[config.mk]
export PLATFORM = sky130hd
export DESIGN_NAME = one_wire_bus_master_top
export DESIGN_NICKNAME = d
export VERILOG_FILES = /design/src/rtl/owbm_pkg.sv /design/src/rtl/one_wire_bus_master_top.sv /design/src/rtl/owbm_cfg_regs.sv /design/src/rtl/owbm_core.sv /design/src/rtl/owbm_out_reg.sv
export SDC_FILE = /design/constraint.sdc
export NUM_CORES = 1
export LEC_CHECK = 0
export BUFFER_PORTS_ARGS = -buffer_cell sky130_fd_sc_hd__buf_2
export CAP_MARGIN = 10
export CORE_ASPECT_RATIO = 0.6
export CORE_UTILIZATION = 39
export DETAILED_ROUTE_END_ITERATION = 6
export GPL_ROUTABILITY_DRIVEN = 0
export SLEW_MARGIN = 20
export SYNTH_ARGS = -nofsm -noshare
export SYNTH_HDL_FRONTEND = slang
export SYNTH_SLANG_ARGS = --single-unit
[constraint.sdc]
create_clock -name aclk -period 4.8 [get_ports aclk]
set_clock_uncertainty 0.2 [all_clocks]
set_input_delay 0.24 -clock aclk [delete_from_list [all_inputs] [get_ports aclk]]
set_output_delay 0.24 -clock aclk [all_outputs]
set_load 0.01 [all_outputs]
[src/rtl/owbm_pkg.sv]
package owbm_pkg;

    localparam int TIMER_BITS_DEF = 10;
    localparam int CFG_INDEX_W    = 8;
    localparam int CFG_DATA_W     = 10;
    localparam int LEN_W          = 10;

    localparam logic [2:0] LAST_BIT = 3'd7;

    // Request codes carried by each tick
    typedef enum logic [1:0] {
        REQ_TICK  = 2'd0,
        REQ_RESET = 2'd1,
        REQ_WRITE = 2'd2,
        REQ_READ  = 2'd3
    } req_t;

    // Configuration register indexes
    localparam logic [CFG_INDEX_W-1:0] CFG_RESET_LOW   = CFG_INDEX_W'(0);
    localparam logic [CFG_INDEX_W-1:0] CFG_PRES_WAIT   = CFG_INDEX_W'(1);
    localparam logic [CFG_INDEX_W-1:0] CFG_RESET_TAIL  = CFG_INDEX_W'(2);
    localparam logic [CFG_INDEX_W-1:0] CFG_SLOT_PULSE  = CFG_INDEX_W'(3);
    localparam logic [CFG_INDEX_W-1:0] CFG_WRITE_SLOT  = CFG_INDEX_W'(4);
    localparam logic [CFG_INDEX_W-1:0] CFG_READ_SAMPLE = CFG_INDEX_W'(5);
    localparam logic [CFG_INDEX_W-1:0] CFG_READ_TAIL   = CFG_INDEX_W'(6);

    // Register reset values
    localparam logic [9:0] RESET_LOW_DEF   = 10'd480;
    localparam logic [7:0] PRES_WAIT_DEF   = 8'd60;
    localparam logic [9:0] RESET_TAIL_DEF  = 10'd420;
    localparam logic [3:0] SLOT_PULSE_DEF  = 4'd1;
    localparam logic [6:0] WRITE_SLOT_DEF  = 7'd60;
    localparam logic [5:0] READ_SAMPLE_DEF = 6'd14;
    localparam logic [6:0] READ_TAIL_DEF   = 7'd45;

    typedef enum logic [3:0] {
        PH_IDLE    = 4'd0,
        PH_RLOW    = 4'd1,
        PH_RWAIT   = 4'd2,
        PH_RTAIL   = 4'd3,
        PH_WPULSE  = 4'd4,
        PH_WHOLD   = 4'd5,
        PH_RDPULSE = 4'd6,
        PH_RDWAIT  = 4'd7,
        PH_RDTAIL  = 4'd8
    } phase_t;

    typedef struct packed {
        logic [9:0] reset_low_time;
        logic [7:0] presence_wait;
        logic [9:0] reset_tail;
        logic [3:0] slot_pulse;
        logic [6:0] write_slot_time;
        logic [5:0] read_sample_delay;
        logic [6:0] read_tail;
    } cfg_t;

    typedef struct packed {
        logic       drive_low;
        logic       busy_res;
        logic       done_res;
        logic       no_presence;
        logic [7:0] read_data;
    } result_t;

endpackage

[src/rtl/one_wire_bus_master_top.sv]
// Each accepted tick's result is registered in the output register.
// Throughput: one tick per cycle while the output is not stalled; the phase sequencer and timer update in one pass.
// Each tick yields exactly one result; the output register decouples the two sides.
// Reset (aresetn low, synchronous): phase idle, timer and bit count zero,
// presence flag one, read byte zero, registers at their default timings.
module one_wire_bus_master_top
    import owbm_pkg::*;
#(
    parameter int TIMER_BITS = TIMER_BITS_DEF
) (
    input  logic                   aclk,
    input  logic                   aresetn,
    input  logic                   s_valid,
    output logic                   s_ready,
    input  logic [1:0]             s_req_type,
    input  logic [7:0]             s_write_data,
    input  logic                   s_line_in,
    output logic                   m_valid,
    input  logic                   m_ready,
    output logic                   m_drive_low,
    output logic                   m_busy_res,
    output logic                   m_done_res,
    output logic                   m_no_presence,
    output logic [7:0]             m_read_data,
    input  logic                   cfg_valid,
    output logic                   cfg_ready,
    input  logic [CFG_INDEX_W-1:0] cfg_index,
    input  logic [CFG_DATA_W-1:0]  cfg_data
);

    cfg_t    cfg;
    result_t step_res;
    result_t out_res;
    logic    in_fire;

    assign in_fire = s_valid && s_ready;

    owbm_cfg_regs u_cfg (
        .aclk      (aclk),
        .aresetn   (aresetn),
        .cfg_valid (cfg_valid),
        .cfg_ready (cfg_ready),
        .cfg_index (cfg_index),
        .cfg_data  (cfg_data),
        .cfg       (cfg)
    );

    owbm_core #(
        .TIMER_BITS (TIMER_BITS)
    ) u_core (
        .aclk       (aclk),
        .aresetn    (aresetn),
        .in_fire    (in_fire),
        .req        (req_t'(s_req_type)),
        .write_data (s_write_data),
        .line_in    (s_line_in),
        .cfg        (cfg),
        .res        (step_res)
    );

    owbm_out_reg u_out (
        .aclk     (aclk),
        .aresetn  (aresetn),
        .in_valid (s_valid),
        .in_ready (s_ready),
        .in_res   (step_res),
        .m_valid  (m_valid),
        .m_ready  (m_ready),
        .m_res    (out_res)
    );

    assign m_drive_low   = out_res.drive_low;
    assign m_busy_res    = out_res.busy_res;
    assign m_done_res    = out_res.done_res;
    assign m_no_presence = out_res.no_presence;
    assign m_read_data   = out_res.read_data;

endmodule

[src/rtl/owbm_cfg_regs.sv]
module owbm_cfg_regs
    import owbm_pkg::*;
(
    input  logic                   aclk,
    input  logic                   aresetn,
    input  logic                   cfg_valid,
    output logic                   cfg_ready,
    input  logic [CFG_INDEX_W-1:0] cfg_index,
    input  logic [CFG_DATA_W-1:0]  cfg_data,
    output cfg_t                   cfg
);

    cfg_t cfg_reg;
    cfg_t cfg_next;

    assign cfg_ready = 1'b1;
    assign cfg          = cfg_reg;

    // Decode the write request; ignore unknown indexes
    always_comb begin
        cfg_next = cfg_reg;
        if (cfg_valid) begin
            unique case (cfg_index)
                CFG_RESET_LOW:   cfg_next.reset_low_time    = cfg_data[9:0];
                CFG_PRES_WAIT:   cfg_next.presence_wait     = cfg_data[7:0];
                CFG_RESET_TAIL:  cfg_next.reset_tail        = cfg_data[9:0];
                CFG_SLOT_PULSE:  cfg_next.slot_pulse        = cfg_data[3:0];
                CFG_WRITE_SLOT:  cfg_next.write_slot_time   = cfg_data[6:0];
                CFG_READ_SAMPLE: cfg_next.read_sample_delay = cfg_data[5:0];
                CFG_READ_TAIL:   cfg_next.read_tail         = cfg_data[6:0];
                default: ;
            endcase
        end
    end

    always_ff @(posedge aclk) begin
        if (!aresetn) begin
            cfg_reg.reset_low_time    <= RESET_LOW_DEF;
            cfg_reg.presence_wait     <= PRES_WAIT_DEF;
            cfg_reg.reset_tail        <= RESET_TAIL_DEF;
            cfg_reg.slot_pulse        <= SLOT_PULSE_DEF;
            cfg_reg.write_slot_time   <= WRITE_SLOT_DEF;
            cfg_reg.read_sample_delay <= READ_SAMPLE_DEF;
            cfg_reg.read_tail         <= READ_TAIL_DEF;
        end else begin
            cfg_reg <= cfg_next;
        end
    end

endmodule

[src/rtl/owbm_core.sv]
module owbm_core
    import owbm_pkg::*;
#(
    parameter int TIMER_BITS = TIMER_BITS_DEF
) (
    input  logic       aclk,
    input  logic       aresetn,
    input  logic       in_fire,
    input  req_t       req,
    input  logic [7:0] write_data,
    input  logic       line_in,
    input  cfg_t       cfg,
    output result_t    res
);

    localparam int CMP_W = (TIMER_BITS + 1 > LEN_W) ? TIMER_BITS + 1 : LEN_W;

    phase_t                phase_reg, phase_next;
    logic [TIMER_BITS-1:0] timer_reg, timer_next;
    logic [2:0]            bit_reg, bit_next;
    logic [7:0]            shift_reg, shift_next;
    logic                  presence_reg, presence_next;
    logic [7:0]            last_read_reg, last_read_next;

    phase_t                cur_phase;
    logic [TIMER_BITS-1:0] cur_timer;
    logic [2:0]            cur_bit;
    logic [7:0]            cur_shift;

    logic [LEN_W-1:0]      len;
    logic [CMP_W-1:0]      timer_inc;
    logic                  tick_end;
    logic                  first_tick;
    logic                  last_bit;
    logic [TIMER_BITS-1:0] timer_after;
    logic [7:0]            rd_shift;

    // Start a command on the tick that carries it
    always_comb begin
        cur_phase = phase_reg;
        cur_timer = timer_reg;
        cur_bit   = bit_reg;
        cur_shift = shift_reg;
        if (phase_reg == PH_IDLE) begin
            case (req)
                REQ_RESET: begin
                    cur_phase = PH_RLOW;
                    cur_timer = '0;
                    cur_bit   = '0;
                end
                REQ_WRITE: begin
                    cur_phase = PH_WPULSE;
                    cur_timer = '0;
                    cur_bit   = '0;
                    cur_shift = write_data;
                end
                REQ_READ: begin
                    cur_phase = PH_RDPULSE;
                    cur_timer = '0;
                    cur_bit   = '0;
                    cur_shift = '0;
                end
                default: ;
            endcase
        end
    end

    // Select the length of the running phase
    always_comb begin
        case (cur_phase)
            PH_RLOW:    len = cfg.reset_low_time;
            PH_RWAIT:   len = LEN_W'(cfg.presence_wait);
            PH_RTAIL:   len = cfg.reset_tail;
            PH_WPULSE:  len = LEN_W'(cfg.slot_pulse);
            PH_WHOLD:   len = LEN_W'(cfg.write_slot_time);
            PH_RDPULSE: len = LEN_W'(cfg.slot_pulse);
            PH_RDWAIT:  len = LEN_W'(cfg.read_sample_delay);
            PH_RDTAIL:  len = LEN_W'(cfg.read_tail);
            default:    len = '0;
        endcase
    end

    // End the phase at its length, or when the timer would wrap
    assign timer_inc   = CMP_W'(cur_timer) + CMP_W'(1);
    assign tick_end    = (timer_inc >= CMP_W'(len)) || (&cur_timer);
    assign timer_after = tick_end ? '0 : timer_inc[TIMER_BITS-1:0];
    assign first_tick  = (cur_timer == '0);
    assign last_bit    = (cur_bit == LAST_BIT);
    assign rd_shift    = first_tick ? {line_in, cur_shift[7:1]} : cur_shift;

    // Next state
    always_comb begin
        phase_next     = cur_phase;
        timer_next     = cur_timer;
        bit_next       = cur_bit;
        shift_next     = cur_shift;
        presence_next  = presence_reg;
        last_read_next = last_read_reg;
        unique case (cur_phase)
            PH_IDLE: ;
            PH_RLOW: begin
                timer_next = timer_after;
                if (tick_end) phase_next = PH_RWAIT;
            end
            PH_RWAIT: begin
                timer_next = timer_after;
                if (tick_end) phase_next = PH_RTAIL;
            end
            PH_RTAIL: begin
                if (first_tick) presence_next = line_in;
                timer_next = timer_after;
                if (tick_end) phase_next = PH_IDLE;
            end
            PH_WPULSE: begin
                timer_next = timer_after;
                if (tick_end) phase_next = PH_WHOLD;
            end
            PH_WHOLD: begin
                timer_next = timer_after;
                if (tick_end) begin
                    shift_next = {1'b0, cur_shift[7:1]};
                    if (last_bit) begin
                        bit_next   = '0;
                        phase_next = PH_IDLE;
                    end else begin
                        bit_next   = cur_bit + 3'd1;
                        phase_next = PH_WPULSE;
                    end
                end
            end
            PH_RDPULSE: begin
                timer_next = timer_after;
                if (tick_end) phase_next = PH_RDWAIT;
            end
            PH_RDWAIT: begin
                timer_next = timer_after;
                if (tick_end) phase_next = PH_RDTAIL;
            end
            PH_RDTAIL: begin
                shift_next = rd_shift;
                timer_next = timer_after;
                if (tick_end) begin
                    if (last_bit) begin
                        last_read_next = rd_shift;
                        bit_next       = '0;
                        phase_next     = PH_IDLE;
                    end else begin
                        bit_next   = cur_bit + 3'd1;
                        phase_next = PH_RDPULSE;
                    end
                end
            end
            default: begin
                phase_next = PH_IDLE;
                timer_next = '0;
            end
        endcase
    end

    // Outputs for this tick
    always_comb begin
        res.drive_low   = 1'b0;
        res.busy_res    = 1'b1;
        res.done_res    = 1'b0;
        res.no_presence = presence_next;
        res.read_data   = last_read_next;
        unique case (cur_phase)
            PH_IDLE:    res.busy_res  = 1'b0;
            PH_RLOW:    res.drive_low = 1'b1;
            PH_RWAIT: ;
            PH_RTAIL:   res.done_res  = tick_end;
            PH_WPULSE:  res.drive_low = 1'b1;
            PH_WHOLD: begin
                res.drive_low = ~cur_shift[0];
                res.done_res  = tick_end && last_bit;
            end
            PH_RDPULSE: res.drive_low = 1'b1;
            PH_RDWAIT: ;
            PH_RDTAIL:  res.done_res  = tick_end && last_bit;
            default:    res.busy_res  = 1'b0;
        endcase
    end

    // Advance the state on each accepted tick
    always_ff @(posedge aclk) begin
        if (!aresetn) begin
            phase_reg     <= PH_IDLE;
            timer_reg     <= '0;
            bit_reg       <= '0;
            shift_reg     <= '0;
            presence_reg  <= 1'b1;
            last_read_reg <= '0;
        end else if (in_fire) begin
            phase_reg     <= phase_next;
            timer_reg     <= timer_next;
            bit_reg       <= bit_next;
            shift_reg     <= shift_next;
            presence_reg  <= presence_next;
            last_read_reg <= last_read_next;
        end
    end

endmodule

[src/rtl/owbm_out_reg.sv]
module owbm_out_reg
    import owbm_pkg::*;
(
    input  logic    aclk,
    input  logic    aresetn,
    input  logic    in_valid,
    output logic    in_ready,
    input  result_t in_res,
    output logic    m_valid,
    input  logic    m_ready,
    output result_t m_res
);

    logic    valid_reg;
    result_t res_reg;

    // Take a new result whenever the held one leaves or none is held
    assign in_ready = !valid_reg || m_ready;
    assign m_valid  = valid_reg;
    assign m_res    = res_reg;

    always_ff @(posedge aclk) begin
        if (!aresetn) begin
            valid_reg <= 1'b0;
        end else if (in_ready) begin
            valid_reg <= in_valid;
        end
    end

    // Load payload on each accepted request
    always_ff @(posedge aclk) begin
        if (in_valid && in_ready) begin
            res_reg <= in_res;
        end
    end

endmodule

# --- Word-level counts from Yosys, hierarchy flattened ---
# Index checks and enable logic that the tools add are counted.
# Widths: inputs -> output; s select.
totals:
  inputBits: 34
  word_cells: 99
  regBits: 99
op_classes:
  add_sub_neg: 2
  n_lt_le_gt_ge: 1
  eq_ne: 18
  bitwise: 1
  reduce_logical: 22
  muxes: 36
op_table:
  columns: ["op", "count"]
  rows:
  - ["$pmux 10 s7", 1]
  - ["$mux 8", 6]
  - ["$mux 4", 9]
  - ["$pmux 4 s9", 1]
  - ["$pmux 8 s2", 2]
  - ["$mux 10", 3]
  - ["$eq 8x3->1 const B", 3]
  - ["$mux 3", 7]
  - ["$pmux 10 s2", 1]
  - ["$eq 4x3->1 const B", 4]
  - ["$eq 8x2->1 const B", 2]
  - ["$reduce_and 2->1", 7]
  - ["$pmux 4 s3", 1]
  - ["$add 10x1->11 const B", 1]
  - ["$ge 11x10->1", 1]
  - ["$logic_not 10->1", 1]
  - ["$reduce_and 10->1", 1]
  - ["$eq 4x2->1 const B", 2]
  - ["$eq 8x1->1 const B", 1]
  - ["$logic_not 4->1", 2]
  - ["$logic_not 8->1", 1]
  - ["$reduce_or 8->1", 1]
  - ["$reduce_or 3->1", 2]
  - ["$eq 2x2->1 const B", 2]
  - ["12 further kinds", 18]

# --- Logic depth before layout (Yosys ltp) ---
# Gate-level depths: netlist of run 1.
depth:
  ltp_word: 10
  depth_mapped: 18
  mapped_depth_nobuf: 16

# --- Modules after synthesis ---
# From an unflattened synthesis of run 1, not the netlist that was laid out.
hier_totals:
  hier_cells: 570
  area_unflattened_um2: 5421.4
by_module_without_submodules:
  columns: ["mod", "cells_per_inst", "seq_area_each_um2", "area_each_um2", "instances"]
  rows:
  - ["owbm_core", 350, 680.7, 2882.8, 1]
  - ["owbm_cfg_regs", 202, 1041.0, 2114.5, 1]
  - ["owbm_out_reg", 17, 380.4, 417.9, 1]
  - ["one_wire_bus_master_top", 1, 0.0, 6.3, 1]

# --- Least setup slack after synthesis of run 1 ---
# No wires, ideal clock.
synth_path:
  path_type: "reg-to-reg"
  start: "register u_core.phase_reg[0]"
  end: "register u_out.res_reg, in the netlist u_out.m_res[0], data pin"
  stages_incl_launch_ff: 15
  n_path_buf: 3
  synth_period_minus_slack_ps: 3834
  t_arrival_ps: 3374
  path_slack_ps: 966
  path_cell_list: "dfxtp_1 -> buf_2 -> nor3_1 -> and2_1 -> buf_2 -> clkbuf_1 -> nand2_1 -> and3_1 -> ha_1 -> and3_1 -> and3_1 -> a211oi_1 -> o21bai_1 -> o211ai_2 -> mux2_2"
synth_lines:
  columns: ["element", "line_no", "rtl"]
  rows:
  - ["start, declared", "owbm_core.sv:18", "phase_t phase_reg, phase_next;"]
  - ["start signal, assigned", "owbm_core.sv:194", "phase_reg <= phase_next;"]
  - ["end signal, assigned", "owbm_out_reg.sv:33", "res_reg <= in_res;"]
  - ["end, declared", "owbm_out_reg.sv:15", "result_t res_reg;"]

==> implementation parameters, run 1 <==
Parameter                              Value

GRT
  Maximum number of pins on one net before global-route repair    40
  Overflow left after global routing    0
  Number of antenna violations at the first check in global routing    0
  Wire length of the first global-routing pass    22530 µm
  Overall track demand over capacity in global routing    21.71%
  Via count of the first global-routing pass    4144

Synthesis
  Count of yosys warnings during synthesis    0
  Share of the synthesized area in the top cell type    34.40%
  Most frequently used flop master after synthesis    sky130_fd_sc_hd__dfxtp_1
  Post-Syn Instances    581
  Cell accounting for the most synthesized area    sky130_fd_sc_hd__dfxtp_1
  Fraction of the yosys area taken by sequential cells    41.52%
  Syn Area/Cell    8.713 µm²
  Synthesized Nets    629
  Flip-flop and latch count after synthesis    99
  Mapped Area    0.005062 mm²
  Biggest area contributors in the synthesized netlist    sky130_fd_sc_hd__dfxtp_1 (34%), sky130_fd_sc_hd__mux2i_1 (9.5%), sky130_fd_sc_hd__nand2_1 (7.7%)
  Unique masters post-synth    64
  Async set-reset flop share out of synthesis    0%
  EDFF count, synth    12

Clock tree
  Insertion delay of the later-clocked pin in the worst-skew pair    0.35 ns
  Clock root buffer master    sky130_fd_sc_hd__clkbuf_16
  H-tree depth    3
  CTS resizes    0
  CTS tree    yes
  Clock Pin Slew Worst Setup and Hold Paths    0.08 ns
  Count of clock tree sinks    99
  Buffer depth of the longest clock path    2
  Number of clock buffers inserted by TritonCTS    9

Floorplan
  Core area    0.01233 mm²
  Vertical extent of the die    90.25 µm
  Starting Density    41.04%
  Num rows    31
  Width of the die    149.1 µm
  Top-level I/O count    49
  Overall die area    0.01345 mm²

STA
  Worst Tran Pin Value    0.8906 ns
  Max Freq    217.6 MHz
  Final Hold Violating Endpoints    0
  Slew Viols, Final    0
  Final Worst Setup Slack    0.2052 ns
  Post-route minimum period    4.595 ns
  Smallest hold slack    0.02024 ns
  # setup viols final    0
  Worst slew margin relative to its limit    40.31%
  Final clock period utilization by the worst path    95.73%
  Unrepaired setup endpoints after global routing    yes
  Setup tns final    0 ns

Layout
  Final instance area    0.005836 mm²
  Share of cells above drive strength 1    15.59%
  Max FFs per register    52
  Number of inserted diodes    0
  Fill cell instance count of the final layout    1222
  Final cell utilization of the core    47.31%
  Non-filler instance count after layout    800
  Number of nets in the finished design    678
  Area growth syn-to-layout    15.27%

Power
  Leakage power summed over all cells    2.478 nW
  Fraction of power spent switching nets    32.14%
  Cell area power density    356.0 mW/mm²
  Combinational power share    23.6%
  Total design power    2.077 mW
  Switching power    667.6 µW
  Clock network fraction of total power    33.9%
  Part of the total power dissipated in sequential elements    42.5%
  Internal power component    1.410 mW
  Largest vdd supply drop    188.4 µV

Placed design
  Cell count after placement    774
  HPWL after detailed placement    10010 µm
  Total placed instance area    0.005449 mm²
  Count of buffers from port buffering    47
  Worst-case setup slack after placement    0.2890 ns

Setup path
  Kind of end point of the critical path    flop
  Worst Path Class, Setup    reg -> reg
  Maximum fanout count along the critical path    12
  Critical Path RT    4.70 ns
  Category of the worst setup path launch point    flop
  Critical Path AT    4.49 ns

Detailed routing
  Via count of the routed design    4475
  DRC marker count from the first detailed-route iteration    406
  Final wirelength    13800 µm
  Number of routed nets with antenna violations    0
  Count of TritonRoute iterations in the first routing pass    5
  # DRC    0
  Detailed-route vias per instance    5.594
  Post-DR wirelength/cell    17.25 µm

Min path
  Min-delay worst type    in -> reg

Run
  Max-Cap Viols    0

Status
  Outcome    finished, final reports clean
synthesized netlist by cell type, drive strengths merged (3+ instances only):
master,instances
xor2,5
nor2,52
a222oi,4
nor3b,8
a211oi,3
mux2i,48
o211ai,3
nand3,21
inv,11
buf,11
edfxtp,12
nand2b,4
and2,5
nor4,3
mux2,12
or3,4
clkbuf,20
or4,3
ha,14
a22oi,6
a31oi,4
o21ai,22
a21oi,48
o2bb2ai,3
and3,6
a221oi,5
dfxtp,87
nand2,104
a22o,9
nor2b,7
nand4,3
nor3,9
routing by layer:
metal	global-route usage (%)	share of wire, %	vias to the layer above
met4	4.422	0.65	0
met3	5.152	7.4	8
met1	33.97	51	2134
li1	-	-	2188
met5	0	0	-
met2	29.42	41	145
final timing paths:
| check | slack [ns] | endpoint | from | cells after the start |
|---|---|---|---|---|
| worst max-delay path | 0.21 | u_out.m_res[7] | u_core.phase_reg[0] | 15 |
| worst min-delay path | 0.02 | u_out.m_valid | m_ready | 3 |
| worst max register to register | 0.21 | u_out.m_res[7] | u_core.phase_reg[0] | 15 |
| worst min register to register | 0.26 | u_cfg.cfg[44] | u_cfg.cfg[44] | 2 |
power groups by stage:
| stage | Clock (mW) | Sequential [mW] | Combinational (mW) |
|---|---|---|---|
| final | 0.704 | 0.883 | 0.490 |
| after global routing | 0.761 | 0.887 | 0.535 |
| after CTS | 0.722 | 0.882 | 0.484 |
| after detailed placement | 0 | 0.901 | 0.475 |
| after global placement | 0 | 0.901 | 0.468 |
| after floorplan | 0 | 0.893 | 0.341 |
cells by family (layout without fill, tap and decap cells):
group,count (synthesis),after routing,synth area share (%)
adders and majority gates,14,14,3.460
and+or+nand+nor,231,231,21.01
xor gates and xnor gates,6,6,1.038
DFF,99,99,41.52
AOI/OAI and AO/OA,128,128,16.98
muxes,60,60,12.23
other,1,1,0.07408
buffers and inverters,42,96,3.682
critical path, stage by stage (launching register included):
cell and delay (ns):
sky130_fd_sc_hd__dfxtp_1 0.42, sky130_fd_sc_hd__nor4_2 0.44, sky130_fd_sc_hd__o21ai_1 0.28, sky130_fd_sc_hd__nand2_1 0.16
sky130_fd_sc_hd__inv_1 0.09, sky130_fd_sc_hd__ha_1 0.28, sky130_fd_sc_hd__nand2_1 0.10, sky130_fd_sc_hd__xor2_1 0.15
sky130_fd_sc_hd__nor2_1 0.09, sky130_fd_sc_hd__ha_1 0.32, sky130_fd_sc_hd__and3_1 0.17, sky130_fd_sc_hd__and3_1 0.17
sky130_fd_sc_hd__a211oi_1 0.23, sky130_fd_sc_hd__o21bai_1 0.27, sky130_fd_sc_hd__o211ai_2 0.55, sky130_fd_sc_hd__mux2_2 0.40
cells in the final DEF, fill, tap and decap left out, types with 3 or more instances in the layout:
cell type,count
sky130_fd_sc_hd__a22o_1,9
sky130_fd_sc_hd__a211oi_1,3
sky130_fd_sc_hd__mux2_2,11
sky130_fd_sc_hd__nand4_1,3
sky130_fd_sc_hd__clkbuf_16,9
sky130_fd_sc_hd__nor2b_1,7
sky130_fd_sc_hd__dlygate4sd3_1,10
sky130_fd_sc_hd__o21ai_0,20
sky130_fd_sc_hd__buf_2,47
sky130_fd_sc_hd__edfxtp_1,12
sky130_fd_sc_hd__nor2_1,49
sky130_fd_sc_hd__a22oi_1,6
sky130_fd_sc_hd__xor2_1,5
sky130_fd_sc_hd__nor3_1,8
sky130_fd_sc_hd__nand2b_1,4
sky130_fd_sc_hd__a31oi_1,4
sky130_fd_sc_hd__or3_1,4
sky130_fd_sc_hd__inv_6,4
sky130_fd_sc_hd__dfxtp_1,87
sky130_fd_sc_hd__nand2_1,104
sky130_fd_sc_hd__o2bb2ai_1,3
sky130_fd_sc_hd__a21oi_1,48
sky130_fd_sc_hd__a221oi_1,5
sky130_fd_sc_hd__mux2i_1,48
sky130_fd_sc_hd__buf_4,12
sky130_fd_sc_hd__nor3b_1,8
sky130_fd_sc_hd__and3_1,6
sky130_fd_sc_hd__ha_1,14
sky130_fd_sc_hd__inv_1,11
sky130_fd_sc_hd__and2_1,5
sky130_fd_sc_hd__a222oi_1,4
sky130_fd_sc_hd__nand3_1,21
what timing repair did:
item,4_1_cts,5_1_grt
setup buffers,0,0
hold buffers,10,0
hold endpoints to repair,25,0
endpoints found under the setup margin,0,17
layout make-up:
cell class	count	area [µm²]	share of cell area, %
timing repair buffer	69	425.4	7.290
multi-input combinational	440	2780	47.64
inverter	11	41.29	0.7075
sequential	99	2102	36.02
clock inverter	6	51.30	0.8791
tap	165	206.4	3.538
clock buffer	10	229.0	3.924
No activity file was read; power rests on OpenSTA's default activity.
==> run 2: changes to the inputs <==
--- a/config.mk
+++ b/config.mk
@@ -9,8 +9,10 @@
 export CAP_MARGIN = 10
 export CORE_ASPECT_RATIO = 0.6
 export CORE_UTILIZATION = 39
+export CTS_CLUSTER_SIZE = 12
 export DETAILED_ROUTE_END_ITERATION = 6
 export GPL_ROUTABILITY_DRIVEN = 0
+export REMOVE_ABC_BUFFERS = 1
 export SLEW_MARGIN = 20
 export SYNTH_ARGS = -nofsm -noshare
 export SYNTH_HDL_FRONTEND = slang
==> run 2 against run 1 <==
Compared with the run above:
- critical path depth up 1
- power up 3.6%
- worst setup slack better by 0.12 ns
- cell area up 0.19%
- final cell count down 0.25%
- hold slack worse by 0.0035 ns
- sequential cell count unchanged
- critical endpoint is now u_core.timer_reg[9]
==> implementation parameters, run 2 (synthesis gave the netlist of run 1 again) <==
Parameter                              Value

Floorplan
  Vertical extent of the die    90.25 µm (unchanged)
  Top-level I/O count    49 (unchanged)
  Overall die area    0.01345 mm² (unchanged)
  Starting Density    41.04% (unchanged)
  Num rows    31 (unchanged)
  Core area    0.01233 mm² (unchanged)
  Width of the die    149.1 µm (unchanged)

Setup path
  Worst Path Class, Setup    reg -> reg
  Category of the worst setup path launch point    flop
  Maximum fanout count along the critical path    12 (unchanged)
  Endpoint of the most critical register-to-register path    u_core.timer_reg[9]
  Number of cell instances on the worst register-to-register path    16 (+1)
  Critical Path AT    4.56 ns (+0.07 ns)
  Critical Path RT    4.89 ns (+0.19 ns)
  R2R Setup Slk    0.33 ns (+0.12 ns)
  CP startpoint    u_core.phase_reg[0]
  Startpoint of the worst-slack reg-to-reg timing path    u_core.phase_reg[0]
  Kind of end point of the critical path    flop

Placed design
  Count of buffers from port buffering    47 (unchanged)
  HPWL after detailed placement    10000 µm (about the same)
  Worst-case setup slack after placement    0.3774 ns (+0.08836 ns)

Layout
  Most common cell after layout, fill and taps aside    sky130_fd_sc_hd__nand2_1
  Max FFs per register    52 (unchanged)
  Number of inserted diodes    0 (unchanged)
  Area growth syn-to-layout    15.50%
  Fill cell instance count of the final layout    1173 (-4.0%)
  Number of nets in the finished design    676 (-0.29%)
  Share of cells above drive strength 1    15.32% (-0.27 points)
  Commonest non-fill, non-tap cells in the layout    sky130_fd_sc_hd__nand2_1 (104), sky130_fd_sc_hd__dfxtp_1 (87), sky130_fd_sc_hd__nor2_1 (49)

STA
  Setup tns final    0 ns (unchanged)
  Worst slew margin relative to its limit    40.49% (+0.18 points)
  Slew Viols, Final    0 (unchanged)
  Final Worst Setup Slack    0.3281 ns (+0.1229 ns)
  # setup viols final    0 (unchanged)
  Final clock period utilization by the worst path    93.16% (-2.6 points)
  Unrepaired setup endpoints after global routing    no
  Final Hold Violating Endpoints    0 (unchanged)
  Post-route minimum period    4.472 ns (-0.1229 ns)
  Worst Tran Pin Value    0.8859 ns (-0.004706 ns)
  Max Freq    223.6 MHz (+2.7%)

GRT
  Overflow left after global routing    0 (unchanged)
  Overall track demand over capacity in global routing    21.66% (-0.059 points)
  Via count of the first global-routing pass    4198 (+1.3%)
  Wire length of the first global-routing pass    22450 µm (-0.34%)
  Number of antenna violations at the first check in global routing    0 (unchanged)
  Maximum number of pins on one net before global-route repair    40 (unchanged)

Clock tree
  Buffer depth of the longest clock path    2 (unchanged)
  H-tree depth    3 (unchanged)
  Number of clock buffers inserted by TritonCTS    9 (unchanged)
  Insertion delay of the later-clocked pin in the worst-skew pair    0.35 ns (about the same)
  CTS resizes    0 (unchanged)
  Number of hold buffers added after CTS    9 (-1)
  Clock root buffer master    sky130_fd_sc_hd__clkbuf_16
  Clock Pin Slew Worst Setup and Hold Paths    0.07 ns (about the same)
  CTS tree    yes
  Post-CTS Setup Inserts    0 (unchanged)
  Count of clock tree sinks    99 (unchanged)

Detailed routing
  Post-DR wirelength/cell    17.50 µm (+1.5%)
  Number of routed nets with antenna violations    0 (unchanged)
  Count of TritonRoute iterations in the first routing pass    5 (unchanged)
  Detailed-route vias per instance    5.618 (+0.43%)
  DRC marker count from the first detailed-route iteration    354 (-13%)
  Final wirelength    13970 µm (+1.2%)
  # DRC    0 (unchanged)
  Via count of the routed design    4483 (+0.18%)

Min path
  Cell depth of the worst min-delay path    3 (unchanged)
  Critical hold path startpoint    cfg_data[2]
  Min-delay worst type    in -> reg
  Worst Hold End    u_cfg.cfg[44]

Status
  Outcome    finished, final reports clean

Power
  Part of the total power dissipated in sequential elements    41.2% (-1.3 points)
  Switching power    650.3 µW (-2.6%)
  Internal power component    1.501 mW (+6.5%)
  Combinational power share    22.4% (-1.2 points)
  Leakage power summed over all cells    2.486 nW (+0.34%)
  Largest vdd supply drop    186.8 µV (-0.86%)
  Fraction of power spent switching nets    30.23% (-1.9 points)
  Cell area power density    367.9 mW/mm² (+3.4%)
  Clock network fraction of total power    36.3% (+2.4 points)

Run
  Max-Cap Viols    0 (unchanged)
run 2: critical path, stage by stage, from the launching register on:
cell and delay (ns):
sky130_fd_sc_hd__dfxtp_1 0.42, sky130_fd_sc_hd__nor4_2 0.37, sky130_fd_sc_hd__o21ai_1 0.25, sky130_fd_sc_hd__nand2_1 0.15, sky130_fd_sc_hd__inv_1 0.08, sky130_fd_sc_hd__ha_1 0.27, sky130_fd_sc_hd__nand2_1 0.10, sky130_fd_sc_hd__xor2_1 0.15
sky130_fd_sc_hd__nor2_1 0.08, sky130_fd_sc_hd__ha_1 0.31, sky130_fd_sc_hd__and3_1 0.18, sky130_fd_sc_hd__and3_1 0.19, sky130_fd_sc_hd__a211oi_1 0.24, sky130_fd_sc_hd__o21bai_1 0.27, sky130_fd_sc_hd__nor2_2 0.44, sky130_fd_sc_hd__and4_1 0.51
sky130_fd_sc_hd__a22o_1 0.21
run 2: cell type report:
type / count / area (µm²) / area share [%]
clock inverters: 6 / 86.33 / 1.477
clock buffers: 10 / 229.0 / 3.916
repair buffers: 67 / 407.9 / 6.976
well taps: 165 / 206.4 / 3.531
inverters: 11 / 41.29 / 0.7062
multi-input cells: 440 / 2774 / 47.44
flip-flops and latches: 99 / 2102 / 35.95
run 2: per-stage QoR:
step,hold WS [ns],std cells,power (mW),area (µm²),utilization (%)
5_1_grt,0.01023,798,2.249,5847,47.40
6_report,0.01670,798,2.151,5847,47.40
3_3_place_gp,0.2382,773,1.364,5441,44.12
2_1_floorplan,0.1019,550,1.205,4917,-
4_1_cts,0.007905,798,2.157,5847,47.40
3_5_place_dp,0.2479,773,1.373,5441,44.12
run 2: worst max path at each step:
stage,end,slack [ns],cells past startpoint
final,u_core.timer_reg[9],0.33,16
after CTS,u_core.timer_reg[2],0.35,16
after detailed placement,u_out.m_res[4],0.38,15
after global routing,u_core.timer_reg[8],0.007,16
after floorplan,u_core.shift_reg[0],0.65,16
after global placement,u_core.timer_reg[2],0.54,16
run 2: per-layer routing:
layer / up-vias / track usage, % / wire (µm)
met4: 0 / 4.932 / 138
met5: - / 0 / 0
met3: 12 / 4.545 / 849
li1: 2183 / - / -
met1: 2149 / 33.32 / 7268
met2: 139 / 30.23 / 5710
run 2: power groups by stage:
stage | clock [mW] | combinational (mW) | sequential [mW]
CTS | 0.794 | 0.476 | 0.886
floorplan | 0 | 0.298 | 0.907
finish | 0.782 | 0.482 | 0.887
global route | 0.831 | 0.527 | 0.891
detailed placement | 0 | 0.468 | 0.905
global placement | 0 | 0.459 | 0.905
